===== config.mk =====
export PLATFORM = sky130hd
export DESIGN_NAME = worst_fit_partition_allocator_unit
export DESIGN_NICKNAME = d
export VERILOG_FILES = /design/src/rtl/core/wfpa_pkg.sv /design/src/rtl/core/wfpa_ctrl.sv /design/src/rtl/core/wfpa_dpath.sv /design/src/rtl/core/worst_fit_partition_allocator_unit.sv
export VERILOG_INCLUDE_DIRS = /design/src /design/src/rtl/core
export SDC_FILE = /design/constraint.sdc
export NUM_CORES = 2
export LEC_CHECK = 0
export BUFFER_PORTS_ARGS = -buffer_cell sky130_fd_sc_hd__buf_4
export CAP_MARGIN = 10
export CORE_MARGIN = 2
export CORE_UTILIZATION = 35
export DETAILED_ROUTE_END_ITERATION = 12
export GPL_TIMING_DRIVEN = 0
export PLACE_DENSITY = 0.51
export SLEW_MARGIN = 30
export SYNTH_ARGS = -nofsm -noshare
export SYNTH_HDL_FRONTEND = slang
export SYNTH_SLANG_ARGS = --single-unit

===== constraint.sdc =====
create_clock -name aclk -period 23.4 [get_ports aclk]
set_clock_uncertainty 0.2 [all_clocks]
set_input_delay 2.34 -clock aclk [delete_from_list [all_inputs] [get_ports aclk]]
set_output_delay 2.34 -clock aclk [all_outputs]
set_load 0.02 [all_outputs]

===== src/rtl/core/worst_fit_partition_allocator_unit_macros.svh =====
// Assertion helpers shared by the allocator RTL.
// Both forms sample on aclk and are held off while aresetn is low.
`ifndef WORST_FIT_PARTITION_ALLOCATOR_UNIT_MACROS_SVH
`define WORST_FIT_PARTITION_ALLOCATOR_UNIT_MACROS_SVH

// Consequent must hold in the same cycle as the antecedent
`define WFPA_ASSERT_SAME(label, ante, cons, msg) \
    label: assert property (@(posedge aclk) disable iff (!aresetn) (ante) |-> (cons)) \
        else $error(msg);

// Consequent must hold in the cycle after the antecedent
`define WFPA_ASSERT_NEXT(label, ante, cons, msg) \
    label: assert property (@(posedge aclk) disable iff (!aresetn) (ante) |=> (cons)) \
        else $error(msg);

`endif


===== src/rtl/core/wfpa_pkg.sv =====
`default_nettype none

package wfpa_pkg;

    // Default configuration
    localparam int NUM_SLOTS_DEF   = 32;
    localparam int ADDR_BITS_DEF   = 16;
    localparam int JOB_ID_BITS_DEF = 8;

    // Stream field widths
    localparam int MODE_W   = 2;
    localparam int JOB_W    = 8;
    localparam int START_W  = 16;
    localparam int AMT_W    = 17;
    localparam int STATUS_W = 3;

    // Input tdata layout, lowest field first
    localparam int IN_JOB_LSB    = 0;
    localparam int IN_START_LSB  = IN_JOB_LSB + JOB_W;
    localparam int IN_AMT_LSB    = IN_START_LSB + START_W;
    localparam int IN_FIELDS_W   = IN_AMT_LSB + AMT_W;
    localparam int IN_TDATA_W    = ((IN_FIELDS_W + 7) / 8) * 8;

    // Output tdata layout, lowest field first
    localparam int OUT_FIELDS_W  = START_W + AMT_W;
    localparam int OUT_TDATA_W   = ((OUT_FIELDS_W + 7) / 8) * 8;

    // Request modes
    localparam logic [MODE_W-1:0] MODE_LOAD  = 2'd0;
    localparam logic [MODE_W-1:0] MODE_ALLOC = 2'd1;
    localparam logic [MODE_W-1:0] MODE_FREE  = 2'd2;

    // Result status codes
    localparam logic [STATUS_W-1:0] ST_OK    = 3'd0;
    localparam logic [STATUS_W-1:0] ST_NOFIT = 3'd1;
    localparam logic [STATUS_W-1:0] ST_NOJOB = 3'd2;
    localparam logic [STATUS_W-1:0] ST_FULL  = 3'd3;
    localparam logic [STATUS_W-1:0] ST_BAD   = 3'd4;

    // Follow-up chosen by the datapath once the first scan is done
    typedef enum logic [1:0] {
        ACT_PUSH  = 2'd0,
        ACT_SPLIT = 2'd1,
        ACT_NSCAN = 2'd2
    } act_t;

    // Controller to datapath strobes
    typedef struct packed {
        logic latch;
        logic issue;
        logic nb_scan;
        logic decide;
        logic split;
        logic free_wr;
        logic push;
    } wfpa_cmd_t;

    // Datapath to controller status
    typedef struct packed {
        act_t act;
        logic out_busy;
    } wfpa_sts_t;

endpackage

`default_nettype wire


===== src/rtl/core/wfpa_ctrl.sv =====
`default_nettype none

`include "worst_fit_partition_allocator_unit_macros.svh"

module wfpa_ctrl import wfpa_pkg::*; #(
    parameter int NUM_SLOTS = NUM_SLOTS_DEF,
    localparam int IW = $clog2(NUM_SLOTS)
) (
    input  wire logic          aclk,
    input  wire logic          aresetn,
    input  wire logic          s_tvalid,
    output logic               s_tready,
    input  wire wfpa_sts_t     sts,
    output wfpa_cmd_t          cmd,
    output logic [IW-1:0]      cmd_idx
);

    localparam logic [IW-1:0] LAST_IDX = IW'(NUM_SLOTS - 1);

    typedef enum logic [8:0] {
        ST_IDLE      = 9'b000000001,
        ST_SCAN      = 9'b000000010,
        ST_SCAN_END  = 9'b000000100,
        ST_DECIDE    = 9'b000001000,
        ST_SPLIT     = 9'b000010000,
        ST_NSCAN     = 9'b000100000,
        ST_NSCAN_END = 9'b001000000,
        ST_FREE_WR   = 9'b010000000,
        ST_PUSH      = 9'b100000000
    } state_t;

    state_t        state_reg, state_next;
    logic [IW-1:0] idx_reg, idx_next;

    // Sequence one request: scan, decide, for a free scan for neighbours, write back, hand over the result
    always_comb begin
        state_next = state_reg;
        idx_next   = idx_reg;
        cmd        = '0;
        s_tready   = 1'b0;
        unique case (state_reg)
            ST_IDLE: begin
                s_tready = 1'b1;
                if (s_tvalid) begin
                    cmd.latch  = 1'b1;
                    idx_next   = '0;
                    state_next = ST_SCAN;
                end
            end
            ST_SCAN: begin
                cmd.issue = 1'b1;
                if (idx_reg == LAST_IDX) begin
                    state_next = ST_SCAN_END;
                end else begin
                    idx_next = idx_reg + 1'b1;
                end
            end
            ST_SCAN_END: begin
                state_next = ST_DECIDE;
            end
            ST_DECIDE: begin
                cmd.decide = 1'b1;
                unique case (sts.act)
                    ACT_SPLIT: state_next = ST_SPLIT;
                    ACT_NSCAN: begin
                        idx_next   = '0;
                        state_next = ST_NSCAN;
                    end
                    default:   state_next = ST_PUSH;
                endcase
            end
            ST_SPLIT: begin
                cmd.split  = 1'b1;
                state_next = ST_PUSH;
            end
            ST_NSCAN: begin
                cmd.issue   = 1'b1;
                cmd.nb_scan = 1'b1;
                if (idx_reg == LAST_IDX) begin
                    state_next = ST_NSCAN_END;
                end else begin
                    idx_next = idx_reg + 1'b1;
                end
            end
            ST_NSCAN_END: begin
                state_next = ST_FREE_WR;
            end
            ST_FREE_WR: begin
                cmd.free_wr = 1'b1;
                state_next  = ST_PUSH;
            end
            ST_PUSH: begin
                if (!sts.out_busy) begin
                    cmd.push   = 1'b1;
                    state_next = ST_IDLE;
                end
            end
            default: begin
                state_next = ST_IDLE;
            end
        endcase
    end

    assign cmd_idx = idx_reg;

    always_ff @(posedge aclk) begin
        if (!aresetn) begin
            state_reg <= ST_IDLE;
            idx_reg   <= '0;
        end else begin
            state_reg <= state_next;
            idx_reg   <= idx_next;
        end
    end

    `WFPA_ASSERT_NEXT(a_accept_starts_scan, s_tvalid && s_tready, (state_reg == ST_SCAN) && (idx_reg == '0), "accepted transfer did not start a scan at slot zero")
    `WFPA_ASSERT_NEXT(a_scan_index_steps, ((state_reg == ST_SCAN) || (state_reg == ST_NSCAN)) && (idx_reg != LAST_IDX), idx_reg == $past(idx_reg) + 1'b1, "scan index skipped a slot")
    `WFPA_ASSERT_SAME(a_free_after_nscan, state_reg == ST_FREE_WR, $past(state_reg) == ST_NSCAN_END, "free write without a neighbour scan")

endmodule

`default_nettype wire


===== src/rtl/core/wfpa_dpath.sv =====
`default_nettype none

`include "worst_fit_partition_allocator_unit_macros.svh"

module wfpa_dpath import wfpa_pkg::*; #(
    parameter int NUM_SLOTS   = NUM_SLOTS_DEF,
    parameter int ADDR_BITS   = ADDR_BITS_DEF,
    parameter int JOB_ID_BITS = JOB_ID_BITS_DEF,
    localparam int IW = $clog2(NUM_SLOTS)
) (
    input  wire logic                     aclk,
    input  wire logic                     aresetn,
    input  wire wfpa_cmd_t                cmd,
    input  wire logic [IW-1:0]            cmd_idx,
    output wfpa_sts_t                     sts,
    input  wire logic [IN_TDATA_W-1:0]    s_tdata,
    input  wire logic [MODE_W-1:0]        s_tuser,
    output logic                          m_tvalid,
    input  wire logic                     m_tready,
    output logic [OUT_TDATA_W-1:0]        m_tdata,
    output logic [STATUS_W-1:0]           m_tuser
);

    localparam int AW = ADDR_BITS;
    localparam int SW = ADDR_BITS + 1;
    localparam int JW = JOB_ID_BITS;
    localparam int LW = ((AW > AMT_W) ? AW : AMT_W) + 1;

    // Slot table: one write port, one registered read port
    logic          mem_free  [NUM_SLOTS];
    logic [JW-1:0] mem_owner [NUM_SLOTS];
    logic [SW-1:0] mem_size  [NUM_SLOTS];
    logic [AW-1:0] mem_start [NUM_SLOTS];

    logic [NUM_SLOTS-1:0] valid_reg;

    // Latched request
    logic [MODE_W-1:0] mode_reg;
    logic [JW-1:0]     job_reg;
    logic [AW-1:0]     start_reg;
    logic [AMT_W-1:0]  amount_reg;

    // Read pipeline
    logic          rd_free_reg;
    logic [JW-1:0] rd_owner_reg;
    logic [SW-1:0] rd_size_reg;
    logic [AW-1:0] rd_start_reg;
    logic [IW-1:0] idx_d_reg;
    logic          eval_reg, eval_nb_reg;

    // Scan trackers
    logic          empty_found_reg, best_found_reg, cur_found_reg, l_found_reg, r_found_reg;
    logic [IW-1:0] empty_idx_reg, best_idx_reg, cur_idx_reg, l_idx_reg, r_idx_reg;
    logic [SW-1:0] best_size_reg, cur_size_reg, l_size_reg, r_size_reg;
    logic [AW-1:0] best_start_reg, cur_start_reg, l_start_reg;

    // Result waiting for the output register
    logic [STATUS_W-1:0] res_status_reg;
    logic [AW-1:0]       res_start_reg;
    logic [SW-1:0]       res_size_reg;

    // Output register
    logic                      m_tvalid_reg;
    logic [OUT_TDATA_W-1:0]    m_tdata_reg;
    logic [STATUS_W-1:0]       m_tuser_reg;

    // Per-entry comparisons
    logic          rd_valid;
    logic          hit_empty, hit_best, hit_cur, nb_cand, hit_left, hit_right;
    logic [SW-1:0] rd_end, cur_end;

    // Decision and write-back
    logic [STATUS_W-1:0] dec_status;
    act_t                dec_act;
    logic [AW-1:0]       dec_start;
    logic [SW-1:0]       dec_size;
    logic                dec_wr, dec_vset;
    logic [IW-1:0]       dec_idx;
    logic                dec_free;
    logic [JW-1:0]       dec_owner;
    logic [SW-1:0]       dec_wsize;
    logic [AW-1:0]       dec_wstart;
    logic                load_bad;

    logic          wr_en, vset_en, vclr_cur_en, vclr_r_en;
    logic [IW-1:0] wr_idx;
    logic          wr_free;
    logic [JW-1:0] wr_owner;
    logic [SW-1:0] wr_size;
    logic [AW-1:0] wr_start;

    // Evaluate the entry read in the previous cycle
    always_comb begin
        rd_valid  = valid_reg[idx_d_reg];
        rd_end    = SW'(rd_start_reg) + rd_size_reg;
        cur_end   = SW'(cur_start_reg) + cur_size_reg;
        hit_empty = !rd_valid && !empty_found_reg;
        hit_best  = rd_valid && rd_free_reg &&
                    (!best_found_reg || (rd_size_reg > best_size_reg) ||
                     ((rd_size_reg == best_size_reg) && (rd_start_reg < best_start_reg)));
        hit_cur   = rd_valid && !rd_free_reg && (rd_owner_reg == job_reg) &&
                    (!cur_found_reg || (rd_start_reg < cur_start_reg));
        nb_cand   = rd_valid && rd_free_reg && (idx_d_reg != cur_idx_reg);
        hit_left  = nb_cand && !l_found_reg && (rd_end == SW'(cur_start_reg));
        hit_right = nb_cand && !r_found_reg && (SW'(rd_start_reg) == cur_end);
    end

    // Choose the outcome of the first scan
    always_comb begin
        load_bad   = (amount_reg == '0) ||
                     ((LW'(start_reg) + LW'(amount_reg)) > (LW'(1) << AW));
        dec_status = ST_BAD;
        dec_act    = ACT_PUSH;
        dec_start  = '0;
        dec_size   = '0;
        dec_wr     = 1'b0;
        dec_vset   = 1'b0;
        dec_idx    = empty_idx_reg;
        dec_free   = 1'b0;
        dec_owner  = job_reg;
        dec_wsize  = SW'(amount_reg);
        dec_wstart = best_start_reg;
        unique case (mode_reg)
            MODE_LOAD: begin
                if (load_bad) begin
                    dec_status = ST_BAD;
                end else if (!empty_found_reg) begin
                    dec_status = ST_FULL;
                end else begin
                    dec_status = ST_OK;
                    dec_start  = start_reg;
                    dec_size   = SW'(amount_reg);
                    dec_wr     = 1'b1;
                    dec_vset   = 1'b1;
                    dec_free   = 1'b1;
                    dec_owner  = '0;
                    dec_wstart = start_reg;
                end
            end
            MODE_ALLOC: begin
                if (amount_reg == '0) begin
                    dec_status = ST_BAD;
                end else if (!best_found_reg ||
                             (LW'(best_size_reg) < LW'(amount_reg))) begin
                    dec_status = ST_NOFIT;
                end else if (LW'(best_size_reg) == LW'(amount_reg)) begin
                    // exact fit: take over the whole slot
                    dec_status = ST_OK;
                    dec_start  = best_start_reg;
                    dec_size   = best_size_reg;
                    dec_wr     = 1'b1;
                    dec_idx    = best_idx_reg;
                    dec_wsize  = best_size_reg;
                end else if (!empty_found_reg) begin
                    dec_status = ST_FULL;
                end else begin
                    // carve from the low end, shrink the region next cycle
                    dec_status = ST_OK;
                    dec_act    = ACT_SPLIT;
                    dec_start  = best_start_reg;
                    dec_size   = SW'(amount_reg);
                    dec_wr     = 1'b1;
                    dec_vset   = 1'b1;
                end
            end
            MODE_FREE: begin
                if (!cur_found_reg) begin
                    dec_status = ST_NOJOB;
                end else begin
                    dec_status = ST_OK;
                    dec_act    = ACT_NSCAN;
                    dec_start  = cur_start_reg;
                    dec_size   = cur_size_reg;
                end
            end
            default: begin
                dec_status = ST_BAD;
            end
        endcase
    end

    // Select the table write for the current step
    always_comb begin
        wr_en       = 1'b0;
        vset_en     = 1'b0;
        vclr_cur_en = 1'b0;
        vclr_r_en   = 1'b0;
        wr_idx      = dec_idx;
        wr_free     = dec_free;
        wr_owner    = dec_owner;
        wr_size     = dec_wsize;
        wr_start    = dec_wstart;
        priority if (cmd.decide) begin
            wr_en   = dec_wr;
            vset_en = dec_vset;
        end else if (cmd.split) begin
            wr_en    = 1'b1;
            wr_idx   = best_idx_reg;
            wr_free  = 1'b1;
            wr_owner = '0;
            wr_size  = best_size_reg - SW'(amount_reg);
            wr_start = AW'(SW'(best_start_reg) + SW'(amount_reg));
        end else if (cmd.free_wr) begin
            // merged region keeps the lower neighbour's slot when there is one
            wr_en       = 1'b1;
            wr_idx      = l_found_reg ? l_idx_reg : cur_idx_reg;
            wr_free     = 1'b1;
            wr_owner    = '0;
            wr_size     = (l_found_reg ? l_size_reg : SW'(0)) + cur_size_reg +
                          (r_found_reg ? r_size_reg : SW'(0));
            wr_start    = l_found_reg ? l_start_reg : cur_start_reg;
            vclr_cur_en = l_found_reg;
            vclr_r_en   = r_found_reg;
        end else begin
            wr_en = 1'b0;
        end
    end

    // Table write port
    always_ff @(posedge aclk) begin
        if (wr_en) begin
            mem_free[wr_idx]  <= wr_free;
            mem_owner[wr_idx] <= wr_owner;
            mem_size[wr_idx]  <= wr_size;
            mem_start[wr_idx] <= wr_start;
        end
    end

    // Table read port
    always_ff @(posedge aclk) begin
        if (cmd.issue) begin
            rd_free_reg  <= mem_free[cmd_idx];
            rd_owner_reg <= mem_owner[cmd_idx];
            rd_size_reg  <= mem_size[cmd_idx];
            rd_start_reg <= mem_start[cmd_idx];
        end
        idx_d_reg <= cmd_idx;
    end

    // Slot valid bits
    always_ff @(posedge aclk) begin
        if (!aresetn) begin
            valid_reg <= '0;
        end else begin
            if (vset_en) begin
                valid_reg[wr_idx] <= 1'b1;
            end
            if (vclr_cur_en) begin
                valid_reg[cur_idx_reg] <= 1'b0;
            end
            if (vclr_r_en) begin
                valid_reg[r_idx_reg] <= 1'b0;
            end
        end
    end

    // Latch the request and track the scans
    always_ff @(posedge aclk) begin
        if (!aresetn) begin
            eval_reg        <= 1'b0;
            eval_nb_reg     <= 1'b0;
            empty_found_reg <= 1'b0;
            best_found_reg  <= 1'b0;
            cur_found_reg   <= 1'b0;
            l_found_reg     <= 1'b0;
            r_found_reg     <= 1'b0;
        end else begin
            eval_reg    <= cmd.issue;
            eval_nb_reg <= cmd.nb_scan;
            if (cmd.latch) begin
                mode_reg        <= s_tuser;
                job_reg         <= JW'(s_tdata[IN_JOB_LSB +: JOB_W]);
                start_reg       <= AW'(s_tdata[IN_START_LSB +: START_W]);
                amount_reg      <= s_tdata[IN_AMT_LSB +: AMT_W];
                empty_found_reg <= 1'b0;
                best_found_reg  <= 1'b0;
                cur_found_reg   <= 1'b0;
            end
            if (cmd.decide) begin
                l_found_reg <= 1'b0;
                r_found_reg <= 1'b0;
            end
            if (eval_reg && !eval_nb_reg) begin
                if (hit_empty) begin
                    empty_found_reg <= 1'b1;
                    empty_idx_reg   <= idx_d_reg;
                end
                if (hit_best) begin
                    best_found_reg <= 1'b1;
                    best_idx_reg   <= idx_d_reg;
                    best_size_reg  <= rd_size_reg;
                    best_start_reg <= rd_start_reg;
                end
                if (hit_cur) begin
                    cur_found_reg <= 1'b1;
                    cur_idx_reg   <= idx_d_reg;
                    cur_size_reg  <= rd_size_reg;
                    cur_start_reg <= rd_start_reg;
                end
            end
            if (eval_reg && eval_nb_reg) begin
                if (hit_left) begin
                    l_found_reg <= 1'b1;
                    l_idx_reg   <= idx_d_reg;
                    l_size_reg  <= rd_size_reg;
                    l_start_reg <= rd_start_reg;
                end
                if (hit_right) begin
                    r_found_reg <= 1'b1;
                    r_idx_reg   <= idx_d_reg;
                    r_size_reg  <= rd_size_reg;
                end
            end
        end
    end

    // Hold the result until the output register is free
    always_ff @(posedge aclk) begin
        if (cmd.decide) begin
            res_status_reg <= dec_status;
            res_start_reg  <= dec_start;
            res_size_reg   <= dec_size;
        end
    end

    // Output register
    always_ff @(posedge aclk) begin
        if (!aresetn) begin
            m_tvalid_reg <= 1'b0;
        end else begin
            if (cmd.push) begin
                m_tvalid_reg <= 1'b1;
                m_tuser_reg  <= res_status_reg;
                m_tdata_reg  <= {{(OUT_TDATA_W - OUT_FIELDS_W){1'b0}},
                                 AMT_W'(res_size_reg), START_W'(res_start_reg)};
            end else if (m_tready) begin
                m_tvalid_reg <= 1'b0;
            end
        end
    end

    assign m_tvalid     = m_tvalid_reg;
    assign m_tdata      = m_tdata_reg;
    assign m_tuser      = m_tuser_reg;
    assign sts.act      = dec_act;
    assign sts.out_busy = m_tvalid_reg && !m_tready;

    `WFPA_ASSERT_NEXT(a_error_fields_zero, cmd.push && (res_status_reg != ST_OK), m_tdata == '0, "error result carries a non-zero partition")
    `WFPA_ASSERT_SAME(a_decide_write_ok, cmd.decide && wr_en, dec_status == ST_OK, "table written on a failed request")
    `WFPA_ASSERT_NEXT(a_merge_drops_slot, cmd.free_wr && l_found_reg, !valid_reg[cur_idx_reg], "freed slot still valid after merge into lower neighbour")

endmodule

`default_nettype wire


===== src/rtl/core/worst_fit_partition_allocator_unit.sv =====
`default_nettype none

// Worst-fit partition allocator. Each input transfer carries a request in
// s_tuser (0 load a free region, 1 allocate for a job, 2 free a job's lowest
// partition) and returns exactly one result transfer with a status code in
// m_tuser and the partition start and size in m_tdata (zero on any error).
// The table of NUM_SLOTS partitions sits in a single-port-read memory, so
// every request first reads all slots one per cycle; an allocation that
// splits a region writes the shrunk remainder in an extra step, and a
// successful free reads the table a second time to find neighbours to
// merge with. One request is in flight at a time; a finished result waits
// in the output register and the next request is taken while it does.
// Slot valid bits clear at reset, so no clearing pass.

module worst_fit_partition_allocator_unit import wfpa_pkg::*; #(
    parameter int NUM_SLOTS   = NUM_SLOTS_DEF,
    parameter int ADDR_BITS   = ADDR_BITS_DEF,
    parameter int JOB_ID_BITS = JOB_ID_BITS_DEF
) (
    input  wire logic                   aclk,
    input  wire logic                   aresetn,
    input  wire logic                   s_tvalid,
    output logic                        s_tready,
    input  wire logic [IN_TDATA_W-1:0]  s_tdata,   // job_id, region_start, amount
    input  wire logic [MODE_W-1:0]      s_tuser,   // mode
    output logic                        m_tvalid,
    input  wire logic                   m_tready,
    output logic [OUT_TDATA_W-1:0]      m_tdata,   // granted_start, granted_size
    output logic [STATUS_W-1:0]         m_tuser    // status
);

    localparam int IW = $clog2(NUM_SLOTS);

    wfpa_cmd_t     cmd;
    wfpa_sts_t     sts;
    logic [IW-1:0] cmd_idx;

    wfpa_ctrl #(
        .NUM_SLOTS (NUM_SLOTS)
    ) u_ctrl (
        .aclk     (aclk),
        .aresetn  (aresetn),
        .s_tvalid (s_tvalid),
        .s_tready (s_tready),
        .sts      (sts),
        .cmd      (cmd),
        .cmd_idx  (cmd_idx)
    );

    wfpa_dpath #(
        .NUM_SLOTS   (NUM_SLOTS),
        .ADDR_BITS   (ADDR_BITS),
        .JOB_ID_BITS (JOB_ID_BITS)
    ) u_dpath (
        .aclk     (aclk),
        .aresetn  (aresetn),
        .cmd      (cmd),
        .cmd_idx  (cmd_idx),
        .sts      (sts),
        .s_tdata  (s_tdata),
        .s_tuser  (s_tuser),
        .m_tvalid (m_tvalid),
        .m_tready (m_tready),
        .m_tdata  (m_tdata),
        .m_tuser  (m_tuser)
    );

endmodule

`default_nettype wire

# Yosys cells after proc, flatten, opt, wreduce, memory -nomap -nowiden
# Memories as Yosys holds them, arrays and structs flattened. A register that Yosys moved wholly into a read port is not among the register bits.
# Cells that the tools add are included.
# classes
add_sub_neg	8
n_lt_le_gt_ge	12
eq_ne	26
n_mux	134
bitwise	5
reduce_logical	47
# ops
cell	n
$mux W17	15
$mux W16	14
$mux W32	5
$pmux W9 S8	1
$and A32 B32 Y32	2
$not A32 Y32	2
$mux W1	56
$mux W5	11
$pmux W17 S3	1
$mux W8	6
$pmux W16 S3	1
$mux W9	4
$add A16 B17 Y17	2
$add A17 B17 Y17	2
$eq A17 B17 Y1	2
$lt A16 B16 Y1	2
$or A32 B32 Y32	1
$lt A5 B6 Y1 const B	4
$add A16 B17 Y18	1
$gt A18 B17 Y1 const B	1
$logic_and A1 B1 Y1	18
$pmux W9 S2	1
$eq A16 B17 Y1	1
$eq A17 B16 Y1	1
40 further kinds	78
# word_totals
register_bits	315
mem_bits_rw	1344
inputBits	54
output_inout_bits	45
elab_cells	269
n_memories	4
# memory_table
name	words	width	rd	rd_clocked_by_memory_dff	wr	line_no	text
u_dpath.mem_size	32	17	1	1	1	wfpa_dpath.sv:32	logic [SW-1:0] mem_size [NUM_SLOTS];
u_dpath.mem_start	32	16	1	1	1	wfpa_dpath.sv:33	logic [AW-1:0] mem_start [NUM_SLOTS];
u_dpath.mem_owner	32	8	1	1	1	wfpa_dpath.sv:31	logic [JW-1:0] mem_owner [NUM_SLOTS];
u_dpath.mem_free	32	1	1	1	1	wfpa_dpath.sv:30	logic mem_free [NUM_SLOTS];

# Depth between registers and ports, before layout
# depth
word_depth	20
mapped_depth	21
depth_no_buf	16

# By module
# From an unflattened synthesis, not the netlist that was laid out.
# unflattened
cells_unflattened	3838
hier_area_um2	72126.7
# by_module_without_submodules
module	n_inst	cells_per_inst	area_each_um2	seq_area_each_um2
wfpa_dpath	1	3728	71215.8	50208.2
wfpa_ctrl	1	110	910.9	280.3

# Worst setup path before layout
# OpenSTA, ideal clock, no wires.
# synth_timing
path_type	input port to flip-flop
startpoint	in aresetn
endpoint	reg u_dpath.l_idx_reg[0], enable pin
setup_ns	0.545
t_arrival_ns	7.831
required_ns	22.655
slack_ns	14.824
path_stages	7
n_path_buf	1
cell_sequence	clkbuf_1 nand2_1 or4_1 inv_1 o2111ai_1 or4_1 nor4b_1
# synth_via
elab_chain_len	1
# synth_lines
item	line_no	text
start, declared	worst_fit_partition_allocator_unit.sv:21	input wire logic aresetn,
$reduce_and A3 Y1 (no line)	--	
end signal, assigned	wfpa_dpath.sv:304	l_idx_reg <= idx_d_reg;
end, declared	wfpa_dpath.sv:53	logic [IW-1:0] empty_idx_reg, best_idx_reg, cur_idx_reg, l_idx_reg, r_idx_reg;
# Every way passes these cells.
# A chain may end at the register's enable or synchronous reset.

# Worst setup path after layout
# layout_timing
startpoint	reg u_dpath.l_found_reg
endpoint	mem u_dpath.mem_size[24][16] (netlist bit) (data pin)
# layout_via
elab_chain_len	6
# layout_lines
item	line_no	text
start, declared	wfpa_dpath.sv:52	logic empty_found_reg, best_found_reg, cur_found_reg, l_found_reg, r_found_reg;
start signal, assigned	wfpa_dpath.sv:265	l_found_reg <= 1'b0;
start signal, assigned	wfpa_dpath.sv:280	l_found_reg <= 1'b0;
start signal, assigned	wfpa_dpath.sv:303	l_found_reg <= 1'b1;
$mux W17	wfpa_dpath.sv:209	wr_size = (l_found_reg ? l_size_reg : SW'(0)) + cur_size_reg +
$add A17 B17 Y17 (2 in series)	wfpa_dpath.sv:209	
$mux W17	wfpa_dpath.sv:203	end else if (cmd.free_wr) begin
$mux W17	wfpa_dpath.sv:196	end else if (cmd.split) begin
$mux W17	wfpa_dpath.sv:193	priority if (cmd.decide) begin
named net u_dpath.wr_size[16]	wfpa_dpath.sv:89	logic [SW-1:0] wr_size;
end, declared	wfpa_dpath.sv:32	
# The timed path passes the listed nets, and every way through them passes these cells.

==> run_results.csv <==
group,metric,value,unit
outcome,status,"completed",
clock_network,cts_post_setup_buffers_inserted,0,
yosys,number_of_synthesized_register_bits,1701,
route,wire_per_inst,29.1,um
route,via_per_inst,5.46,
global_routing,vias_in_the_first_global_route,39500,
yosys,ys_flop_type,"edfxtp_1",
global_routing,grt_util_all_layers,20.1,%
sta,setup_violations,0,
route,ant_nets,0,
route,drt_pass1_iterations,9,
die,top_level_ports,99,
sta,final-max-slew-violation-count,0,
hold_path,min-delay-path-class,"flip-flop to flip-flop",
global_routing,wire_length_of_the_first_global_routing_pass,299000,um
critical_path,cp_max_fo,17,
global_routing,globalRoute.totalOverflow,0,
yosys,syn-instance-count,3861,
route,total_routed_length,211000,um
global_routing,grt_antenna_before_repair,6,
sta,final.setup.tns,0,ns
placement,dpl.hpwl,153000,um
yosys,synth_warnings,0,
final_layout,top_register,"u_dpath.mem_size",
critical_path,worst_r2r_startpoint,"u_dpath.l_found_reg",
clock_network,cts_tree,"built",
global_routing,pin_count_of_the_biggest_net_entering_global_routing,41,
clock_network,htree_num_levels,4,
pwr,vdd_drop_max,0.0000815,V
critical_path,criticalPathCategory,"flip-flop to flip-flop",
final_layout,final_nets,4628,
yosys,synth-async-reset-ratio,0,%
critical_path,register_to_register_setup_slack,15.40,ns
final_layout,largest_registers_ranked_by_flip_flop_count,"u_dpath.mem_size (544), u_dpath.mem_start (512), u_dpath.mem_owner (256)",
critical_path,timing.critical_path.arrival,8.38,ns
die,fp.coreArea,0.204,mm2
clock_network,cts_made_buffers,180,
clock_network,postCtsResizedCells,0,
pwr,power.static_leakage,0.0278,uW
yosys,post-synth-top-area-cell,"edfxtp_1",
critical_path,worst_setup_path_end_kind,"flip-flop",
sta,achievable-frequency,125,MHz
die,floorplan.initialDensity,35.1,%
die,design.die.area,0.209,mm2
placement,portBuffers,83,
critical_path,worst_r2r_path_depth,21,
sta,tightestPinTransition,1.02,ns
die,die_height,457,um
hold_path,hold_end,"u_dpath.idx_d_reg[2]",
flow_run,maxCapViolCount,0,
yosys,synthDominantCellAreaShare,68.7,%
route,number_of_remaining_drc_errors,0,
yosys,synth_top_cells_by_area,"edfxtp_1, mux4_2, ha_1",
critical_path,required,23.78,ns
placement,routabilityCongestion,0.881,
route,via_count,39600,
clock_network,holdBufCountCts,0,
sta,period_minus_slack,8.00,ns
sta,final_hold_viol_count,0,
hold_path,hold-path-cell-count,0,
critical_path,critical_path_source_type,"flip-flop",
final_layout,area_growth_syn_to_layout,19.3,%
yosys,yosys.cell_types.count,79,
yosys,netlist_area_before_placement,0.0718,mm2
yosys,seq_area_frac_synth,70.4,%
critical_path,regToRegEndpoint,"u_dpath.mem_size[24][16]",
die,std_cell_rows,166,
yosys,synthMostInstantiatedCell,"edfxtp_1",
sta,share_of_the_clock_period_used_by_the_worst_path_after_layout,34.2,%
sta,setup_repair_after_global_routing_missed_its_margin,"false",
route,number_of_design_rule_violations_left_by_the_first_detailed_router_iteration,4413,
yosys,count_of_flip_flops_with_a_built_in_enable_after_synthesis,1642,
clock_network,clkLatencyLatePin,0.84,ns
yosys,post_synth.cell_area_avg,18.6,um2
final_layout,layout-drive-gt1-share,28.0,%
sta,timing.max_slew.rel_slack,32.2,%
hold_path,worst_hold_startpoint,"u_ctrl.cmd_idx[2]",
final_layout,final_util,41.9,%
pwr,pwr_density_cell,73.5,mW/mm2
die,die_w,457,um
clock_network,clk_sinks,1701,
final_layout,max_reg_flops,544,
clock_network,clock-root-buffer,"clkbuf_16",
yosys,netlist_top_cells_count,"edfxtp_1, mux4_2, inv_1",
clock_network,clk_pin_slew_worst_paths,0.06,ns
clock_network,clockBufferDepth,3,
-- logic make-up (layout without fill, tap and decap cells) --
group                      after synthesis  count (layout)  synth area share, %
xor gates and xnor gates               116             116                 1.42
muxes                                  500             500                 14.6
AOI/OAI and AO/OA                      500             500                 4.99
DFF                                   1701            1701                 70.4
adders and majority gates              172             172                 3.23
other                                    1               9              0.00523
and+or+nand+nor                        511             511                 3.50
buffers and inverters                  360            1045                 1.94
-- cells in the final DEF, fill, tap and decap left out, types with 71 or more instances in the layout --
cell type  count
a21oi_1      103
nand2_1      117
mux4_2       431
xnor2_1       81
ha_1         150
clkbuf_1     121
clkbuf_16    183
buf_2         71
buf_4        244
nor2_1       116
edfxtp_1    1642
inv_1        180
-- power breakdown --
part           switching (uW)  internal, uW  total [uW]
clock                    1220          1550        2770
combinational             110          80.9         191
sequential               14.6          3320        3330
total                    1340          4950        6300
-- critical path: stages (launching register included) --
cell and delay, ns:
dfxtp_1 0.31, clkbuf_1 0.44, buf_1 0.53, buf_1 0.64, clkbuf_1 0.65, buf_1 0.52, nand2_1 0.16, fa_1 0.59
inv_1 0.05, ha_1 0.26, a21o_1 0.17, a21oi_1 0.21, nor2b_1 0.08, o21a_1 0.20, o41ai_2 0.48, nor3_1 0.10
a2111oi_0 0.71, a21oi_1 0.40, xnor2_1 0.48, a221oi_4 0.13, buf_8 0.22, buf_6 0.17
-- layout make-up --
class | instances | area (um2)
tap | 2688 | 3360
clock buffer | 222 | 4730
sequential | 1701 | 50500
buffer | 177 | 788
antenna | 2 | 5.00
multi-input combinational | 1806 | 20600
clock inverter | 110 | 987
inverter | 183 | 687
timing repair buffer | 353 | 3990
fill | 17900 | 119000
-- per-layer routing --
layer,wire length (um),global-route usage [%],share of wire (%)
met3,13400,2.96,6.4
met2,100000,32.2,47
met5,0,0,0
met4,5340,5.47,2.5
met1,92200,28.6,44
-- how the worst max path moves through the flow --
stage	start	to	slack (ns)	cells after the start
after floorplan	aresetn	u_dpath.l_idx_reg[0]	14.82	7
after global placement	u_dpath.amount_reg[1]	u_dpath.mem_size[5][9]	7.77	13
after detailed placement	u_dpath.l_found_reg	u_dpath.mem_size[24][16]	15.14	21
after CTS	u_dpath.l_found_reg	u_dpath.mem_size[16][16]	15.08	21
after global routing	u_dpath.l_found_reg	u_dpath.mem_size[25][16]	15.05	21
final	u_dpath.l_found_reg	u_dpath.mem_size[24][16]	15.40	21
-- per-stage QoR --
step | cell area, um2 | power, uW | cells | hold slack, ns | setup slack, ns
after floorplan | 71800 | 3510 | 3867 | 0.129 | 14.82
after global placement | 75800 | 3580 | 6638 | 0.144 | 7.77
after detailed placement | 79900 | 3590 | 6908 | 0.155 | 15.14
after CTS | 85600 | 6360 | 7240 | 0.163 | 15.08
after global routing | 85600 | 6490 | 7241 | 0.171 | 15.05
final | 85600 | 6300 | 7242 | 0.161 | 15.40
No activity file was read; power rests on OpenSTA's default activity.
